===== src/hw/rtl/swmmm_pkg.sv =====
package swmmm_pkg;

	localparam int WINDOW    = 60;
	localparam int SAMPLE_W  = 24;
	localparam int SUM_W     = 32;
	localparam int IDX_W     = $clog2(WINDOW);
	// magnitude of the window sum, reciprocal of WINDOW scaled by 2**DIV_SHIFT
	localparam int MAG_W     = SAMPLE_W + IDX_W;
	localparam int DIV_SHIFT = MAG_W + IDX_W;
	localparam int RECIP_W   = MAG_W + 1;
	localparam logic [RECIP_W-1:0] RECIP =
		RECIP_W'(((64'd1 << DIV_SHIFT) + 64'(WINDOW) - 64'd1) / 64'(WINDOW));

	typedef logic signed [SAMPLE_W-1:0] sample_t;
	typedef logic signed [SUM_W-1:0]    sum_t;

endpackage


===== src/hw/rtl/swmmm_div.sv =====
// Divide a signed sum by WINDOW, truncated toward zero: multiply the magnitude
// by a scaled reciprocal, shift, then restore the sign. The quotient registers while busy is high.
module swmmm_div import swmmm_pkg::*; (
	input  logic    clk,
	input  logic    arst_n,
	input  logic    start,
	input  sum_t    dividend,
	output logic    busy,
	output sample_t quotient
);

	localparam int PROD_W = MAG_W + RECIP_W;

	logic                busy_q;
	logic                neg_q;
	logic [MAG_W-1:0]    mag_q;
	logic [SAMPLE_W-1:0] quo_q;
	logic [SUM_W-1:0]    mag;
	logic [PROD_W-1:0]   prod;

	assign mag  = dividend[SUM_W-1] ? -dividend : dividend;
	assign prod = PROD_W'(mag_q) * PROD_W'(RECIP);

	always_ff @(posedge clk or negedge arst_n) begin
		if (!arst_n)
			busy_q <= 1'b0;
		else
			busy_q <= start;
	end

	always_ff @(posedge clk) begin
		if (start) begin
			neg_q <= dividend[SUM_W-1];
			mag_q <= mag[MAG_W-1:0];
		end
		if (busy_q)
			quo_q <= prod[DIV_SHIFT +: SAMPLE_W];
	end

	assign quotient = neg_q ? sample_t'(-quo_q) : sample_t'(quo_q);
	assign busy     = busy_q;

endmodule


===== src/hw/rtl/sliding_window_min_max_mean_unit.sv =====
// Sliding-window minimum, maximum and mean over the last WINDOW samples.
//
// Input channel: in_valid / in_ready with a signed Q16.8 sample word.
// Output channel: out_valid / out_ready with window_min, window_max and
// window_mean (sum over the window divided by WINDOW, truncated toward zero).
// Each input word yields exactly one output word; one word is in flight at a time.
//
// Sequence for a word that finds the window primed: after acceptance, read
// the oldest entry, update the running sum and overwrite it; walk the window
// memory for min/max; fold the last read; load the output register. The
// divider runs during that walk. in_ready is high only while idle, so a new
// word is taken only once the block is through with the last one. The first
// word after reset first fills all WINDOW entries, one per cycle, before that
// update.
//
// Reset clears the sequencer, the primed flag, the running sum and the
// oldest-entry pointer; window memory contents are left as they are and are
// never read before the fill. A result held on a stalled output register
// keeps the block from finishing the next word but does not block accepting it.
module sliding_window_min_max_mean_unit import swmmm_pkg::*; (
	input  logic    clk,
	input  logic    arst_n,
	input  logic    in_valid,
	output logic    in_ready,
	input  sample_t sample,
	output logic    out_valid,
	input  logic    out_ready,
	output sample_t window_min,
	output sample_t window_max,
	output sample_t window_mean
);

	localparam logic [2:0] ST_IDLE  = 3'd0;
	localparam logic [2:0] ST_FILL  = 3'd1;
	localparam logic [2:0] ST_RDOLD = 3'd2;
	localparam logic [2:0] ST_SCAN  = 3'd3;
	localparam logic [2:0] ST_FIN   = 3'd4;

	logic [2:0]     state_q;
	logic           primed_q;
	sum_t           sum_q;
	logic [IDX_W-1:0] oldest_q;
	logic [IDX_W-1:0] idx_q;
	sample_t        s_q;

	// window memory
	sample_t        mem [WINDOW];
	logic           wr_en;
	logic [IDX_W-1:0] wr_addr;
	logic [IDX_W-1:0] rd_addr;
	sample_t        rd_data_q;

	// scan fold
	logic           rv_s1;
	logic           first_s1;
	sample_t        min_q;
	sample_t        max_q;

	// divider
	logic           div_start;
	logic           div_busy;
	sample_t        div_quo;

	// output register
	logic           out_valid_q;
	sample_t        min_out_q;
	sample_t        max_out_q;
	sample_t        mean_out_q;

	logic           accept;
	logic           last_idx;
	logic           finish;

	assign accept    = in_valid && (state_q == ST_IDLE);
	assign last_idx  = idx_q == IDX_W'(WINDOW-1);
	assign div_start = (state_q == ST_SCAN) && (idx_q == '0);
	assign finish    = (state_q == ST_FIN) && !rv_s1 && !div_busy
	                   && (!out_valid_q || out_ready);

	// write the sample while filling, and over the oldest entry on update
	always_comb begin
		wr_en   = 1'b0;
		wr_addr = oldest_q;
		rd_addr = oldest_q;
		if (state_q == ST_FILL) begin
			wr_en   = 1'b1;
			wr_addr = idx_q;
		end else if (state_q == ST_RDOLD) begin
			wr_en   = 1'b1;
		end else if (state_q == ST_SCAN) begin
			rd_addr = idx_q;
		end
	end

	always_ff @(posedge clk) begin
		if (wr_en)
			mem[wr_addr] <= s_q;
		rd_data_q <= mem[rd_addr];
	end

	// sequencer
	always_ff @(posedge clk or negedge arst_n) begin
		if (!arst_n) begin
			state_q  <= ST_IDLE;
			primed_q <= 1'b0;
			sum_q    <= '0;
			oldest_q <= '0;
			idx_q    <= '0;
			rv_s1    <= 1'b0;
			first_s1 <= 1'b0;
		end else begin
			rv_s1    <= state_q == ST_SCAN;
			first_s1 <= div_start;
			unique case (state_q)
				ST_IDLE: begin
					idx_q <= '0;
					if (accept)
						state_q <= primed_q ? ST_RDOLD : ST_FILL;
				end
				ST_FILL: begin
					// build the running sum by adding the sample once per entry
					sum_q <= (idx_q == '0) ? SUM_W'(s_q) : sum_q + SUM_W'(s_q);
					if (last_idx) begin
						idx_q    <= '0;
						primed_q <= 1'b1;
						state_q  <= ST_RDOLD;
					end else begin
						idx_q <= idx_q + IDX_W'(1);
					end
				end
				ST_RDOLD: begin
					// drop the oldest entry from the sum, add the new one
					sum_q    <= sum_q - SUM_W'(rd_data_q) + SUM_W'(s_q);
					oldest_q <= (oldest_q == IDX_W'(WINDOW-1)) ? '0 : oldest_q + IDX_W'(1);
					idx_q    <= '0;
					state_q  <= ST_SCAN;
				end
				ST_SCAN: begin
					if (last_idx) begin
						idx_q   <= '0;
						state_q <= ST_FIN;
					end else begin
						idx_q <= idx_q + IDX_W'(1);
					end
				end
				ST_FIN: begin
					if (finish)
						state_q <= ST_IDLE;
				end
				default: state_q <= ST_IDLE;
			endcase
		end
	end

	always_ff @(posedge clk) begin
		if (accept)
			s_q <= sample;
		if (rv_s1) begin
			if (first_s1 || rd_data_q < min_q)
				min_q <= rd_data_q;
			if (first_s1 || rd_data_q > max_q)
				max_q <= rd_data_q;
		end
	end

	swmmm_div u_div (
		.clk      (clk),
		.arst_n   (arst_n),
		.start    (div_start),
		.dividend (sum_q),
		.busy     (div_busy),
		.quotient (div_quo)
	);

	// output register: hold the word until the receiver takes it
	always_ff @(posedge clk or negedge arst_n) begin
		if (!arst_n)
			out_valid_q <= 1'b0;
		else if (finish)
			out_valid_q <= 1'b1;
		else if (out_ready)
			out_valid_q <= 1'b0;
	end

	always_ff @(posedge clk) begin
		if (finish) begin
			min_out_q  <= min_q;
			max_out_q  <= max_q;
			mean_out_q <= div_quo;
		end
	end

	assign in_ready    = state_q == ST_IDLE;
	assign out_valid   = out_valid_q;
	assign window_min  = min_out_q;
	assign window_max  = max_out_q;
	assign window_mean = mean_out_q;

endmodule


===== config.mk =====
export PLATFORM = sky130hd
export DESIGN_NAME = sliding_window_min_max_mean_unit
export DESIGN_NICKNAME = d
export VERILOG_FILES = /design/src/hw/rtl/swmmm_pkg.sv /design/src/hw/rtl/swmmm_div.sv /design/src/hw/rtl/sliding_window_min_max_mean_unit.sv
export SDC_FILE = /design/constraint.sdc
export NUM_CORES = 2
export LEC_CHECK = 0
export BUFFER_PORTS_ARGS = -buffer_cell sky130_fd_sc_hd__buf_2
export CAP_MARGIN = 10
export CORE_MARGIN = 4
export CORE_UTILIZATION = 38
export DETAILED_ROUTE_END_ITERATION = 10
export SYNTH_ARGS = -nofsm -noshare
export SYNTH_HDL_FRONTEND = slang
export SYNTH_SLANG_ARGS = --single-unit

===== constraint.sdc =====
create_clock -name clk -period 7.2 [get_ports clk]
set_input_delay 1.44 -clock clk [delete_from_list [all_inputs] [get_ports clk]]
set_output_delay 1.44 -clock clk [all_outputs]
set_load 0.03 [all_outputs]

==> impl_metrics.env <==
export IMPL_cap_violations=0
export IMPL_cts_setup_buffers=0
export IMPL_worst_pin_slew_ps=1120
export IMPL_cts_inserted_buffers=172
export IMPL_post_drt_wl_per_cell_um=25.3
export IMPL_cts_root_buf="clkbuf_16"
export IMPL_crit_fanout=6
export IMPL_synth_seq_area_share=0.644
export IMPL_arrival_ps=7390
export IMPL_yosysWarnings=0
export IMPL_grt_usage=0.186
export IMPL_ys_async_sr_fraction=0.0298
export IMPL_place_hpwl_mm=132
export IMPL_startpoint="u_div.mag_q[6]$_DFFE_PP_"
export IMPL_status="finished, final reports clean"
export IMPL_drtPass1Iterations=5
export IMPL_ant_nets=0
export IMPL_r2r_start="u_div.mag_q[6]$_DFFE_PP_"
export IMPL_drive_above_1_share=0.184
export IMPL_fin_crit_sh=0.948
export IMPL_synthCells=4810
export IMPL_min_path_type="register to register"
export IMPL_gr_total_overflow=0
export IMPL_drt_iter0_markers=4436
export IMPL_final_common_cell="edfxtp_1"
export IMPL_hold_start="max_q[19]$_DFFE_PP_"
export IMPL_antenna_found_initial=12
export IMPL_ctsResizeCount=0
export IMPL_dp_cells=7651
export IMPL_crit_required_ps=7760
export IMPL_cp_end_kind="register"
export IMPL_ys_ff_latch=1714
export IMPL_fmax_ghz=0.146
export IMPL_syn_to_final_growth_pct=13.1
export IMPL_die_h_um=464
export IMPL_grt_pass1_wl_mm=298
export IMPL_setup_viol_count_final=0
export IMPL_finalHoldViolCount=0
export IMPL_ys_flop_type="edfxtp_1"
export IMPL_final_cell_mix="edfxtp_1 (1639), inv_1 (411), ha_1 (387), mux4_2 (360), nand2_1 (302)"
export IMPL_tns_ps=0
export IMPL_die_area_sq_um=216000
export IMPL_numPortBuffers=101
export IMPL_place_congestion=0.868
export IMPL_holdWs_ps=447
export IMPL_cts_clk_slew_worst_paths_ps=60
export IMPL_syn_cell_area_sq_um=79100
export IMPL_fill_cells=18181
export IMPL_core_area_sq_um=207000
export IMPL_drcViolationCount=0
export IMPL_cts_buffer_depth=3
export IMPL_cts_sinks=1714
export IMPL_postSynthAreaPerCell_sq_um=16.5
export IMPL_vias=43415
export IMPL_fin_cells=7966
export IMPL_holdBufCountCts=0
export IMPL_critical_path_class="register to register"
export IMPL_die_w_um=464
export IMPL_floorplan_rows=167
export IMPL_synth_edff_count=1639
export IMPL_synth_cell_types=78
export IMPL_drt_vias_per_instance=5.45
export IMPL_clock_latency_ps=820
export IMPL_rsz0062_at_grt="false"
export IMPL_final_nets=5606
export IMPL_skew_ps=41.4
export IMPL_maxSlewHeadroom=0.252
export IMPL_grt_max_degree=97
export IMPL_report_final_slew_viol_count=0
export IMPL_fin_crit_ps=6830
export IMPL_pin_count=102
export IMPL_grt_pass1_vias=43213
export IMPL_startpoint_type="register"
export IMPL_synth_fp_nets=5379
export IMPL_routed_wl_mm=202
export IMPL_initial_utilization=0.382
export IMPL_cts_tree="built"
export IMPL_cts_htree_levels=4
[cells in the mapped netlist (11+ instances only)]
library cell / count / area, sq um
o31ai_1: 25 / 188
edfxtp_1: 1639 / 49200
nand3_1: 31 / 155
nand2b_1: 21 / 131
a21oi_1: 155 / 776
mux2i_1: 38 / 380
xor2_1: 25 / 219
buf_1: 11 / 41.3
nand4_1: 25 / 156
xnor2_1: 100 / 876
buf_4: 23 / 173
o22ai_1: 14 / 87.6
a21o_1: 70 / 526
nand2_1: 302 / 1130
ha_1: 387 / 4840
o21bai_1: 12 / 90.1
and2_1: 82 / 513
o21a_1: 20 / 150
or3_1: 15 / 93.8
a211oi_1: 117 / 878
a221oi_1: 11 / 96.3
nor2b_1: 15 / 93.8
a31oi_1: 33 / 206
mux4_2: 360 / 8110
dfrtp_1: 51 / 1280
o21ai_0: 121 / 606
inv_1: 411 / 1540
fa_1: 154 / 3080
dfxtp_1: 24 / 480
nor3_1: 20 / 100
a311oi_1: 50 / 438
and3_1: 12 / 75.1
clkbuf_1: 113 / 424
buf_2: 42 / 210
o211ai_1: 23 / 173
nor2_1: 138 / 518
[final timing paths]
path / end / slack, ps / cells after the start
setup reg to reg: u_div.quo_q[23]$_DFFE_PP_ / 370 / 21
setup / recovery: u_div.quo_q[23]$_DFFE_PP_ / 370 / 21
hold reg to reg: window_max[19]$_DFFE_PP_ / 450 / 0
hold / removal: window_max[19]$_DFFE_PP_ / 450 / 0
min in group asynchronous: oldest_q[4]$_DFFE_PN0P_ / 850 / 2
max in group asynchronous: sum_q[31]$_DFFE_PN0P_ / 5760 / 2
[sequential cells by signal, indices dropped and copies added, names as in the netlist]
signal,cells
idx_q,6
max_q,24
mem,1440
min_q,24
oldest_q,6
out_valid,1
primed_q,1
rd_data_q,24
rv_s1,1
s_q,24
state_q,3
sum_q,32
u_div.busy,1
u_div.mag_q,30
u_div.neg_q,1
u_div.quo_q,24
window_max,24
window_mean,24
window_min,24
[critical path, cell delays in order (launching register included)]
cell       delay, ps
edfxtp_1         470
ha_1             380
ha_1             330
inv_1             70
fa_1             590
fa_1             580
inv_1             60
fa_1             520
inv_1             60
fa_1             470
inv_1             40
ha_1             270
ha_1             370
and3_1           250
and2_1           180
a221oi_1         420
nor2_1           150
a2111oi_1        480
nand2_1          140
a221o_1          410
a221oi_2         280
xnor2_1           90
[metrics by stage]
step           utilization  area, sq um  worst slack [ps]
5_1_grt              0.432        89500              19.9
2_1_floorplan            -        79100               998
3_5_place_dp         0.405        83800               317
3_3_place_gp         0.405        83800               362
4_1_cts              0.432        89500               335
6_report             0.432        89500               371
[logic make-up (layout without fill, tap and decap cells)]
group / after synthesis / count (layout) / share of synthesized area
compound gates: 718 / 718 / 0.0611
simple gates: 706 / 706 / 0.0420
other cells: 0 / 1 / 0
buf+inv: 605 / 972 / 0.0309
mux: 401 / 401 / 0.108
fa+ha+maj: 541 / 541 / 0.100
flops: 1714 / 1714 / 0.644
xor+xnor: 125 / 125 / 0.0138
[routing by layer]
metal  GRT usage  up-vias  share of wire
met5           0        -              0
met4      0.0421        0          0.019
met3      0.0370      204          0.087
met2       0.274     1638           0.44
met1       0.286    22500           0.46
li1            -    19073              -
[final cells by class]
| class | count | area (sq um) | area share |
|---|---|---|---|
| multi-input cells | 2491 | 26000 | 0.291 |
| flip-flops and latches | 1714 | 51000 | 0.570 |
| well taps | 2788 | 3490 | 0.0390 |
| repair buffers | 247 | 1750 | 0.0196 |
| clock inverters | 102 | 1090 | 0.0122 |
| clock buffers | 212 | 4630 | 0.0517 |
| diodes | 1 | 2.50 | 0.0000280 |
| inverters | 411 | 1540 | 0.0172 |
Power is left out: the tool's default activity adds up to more than one toggle a clock period on the data nets, which glitch-free logic cannot reach.
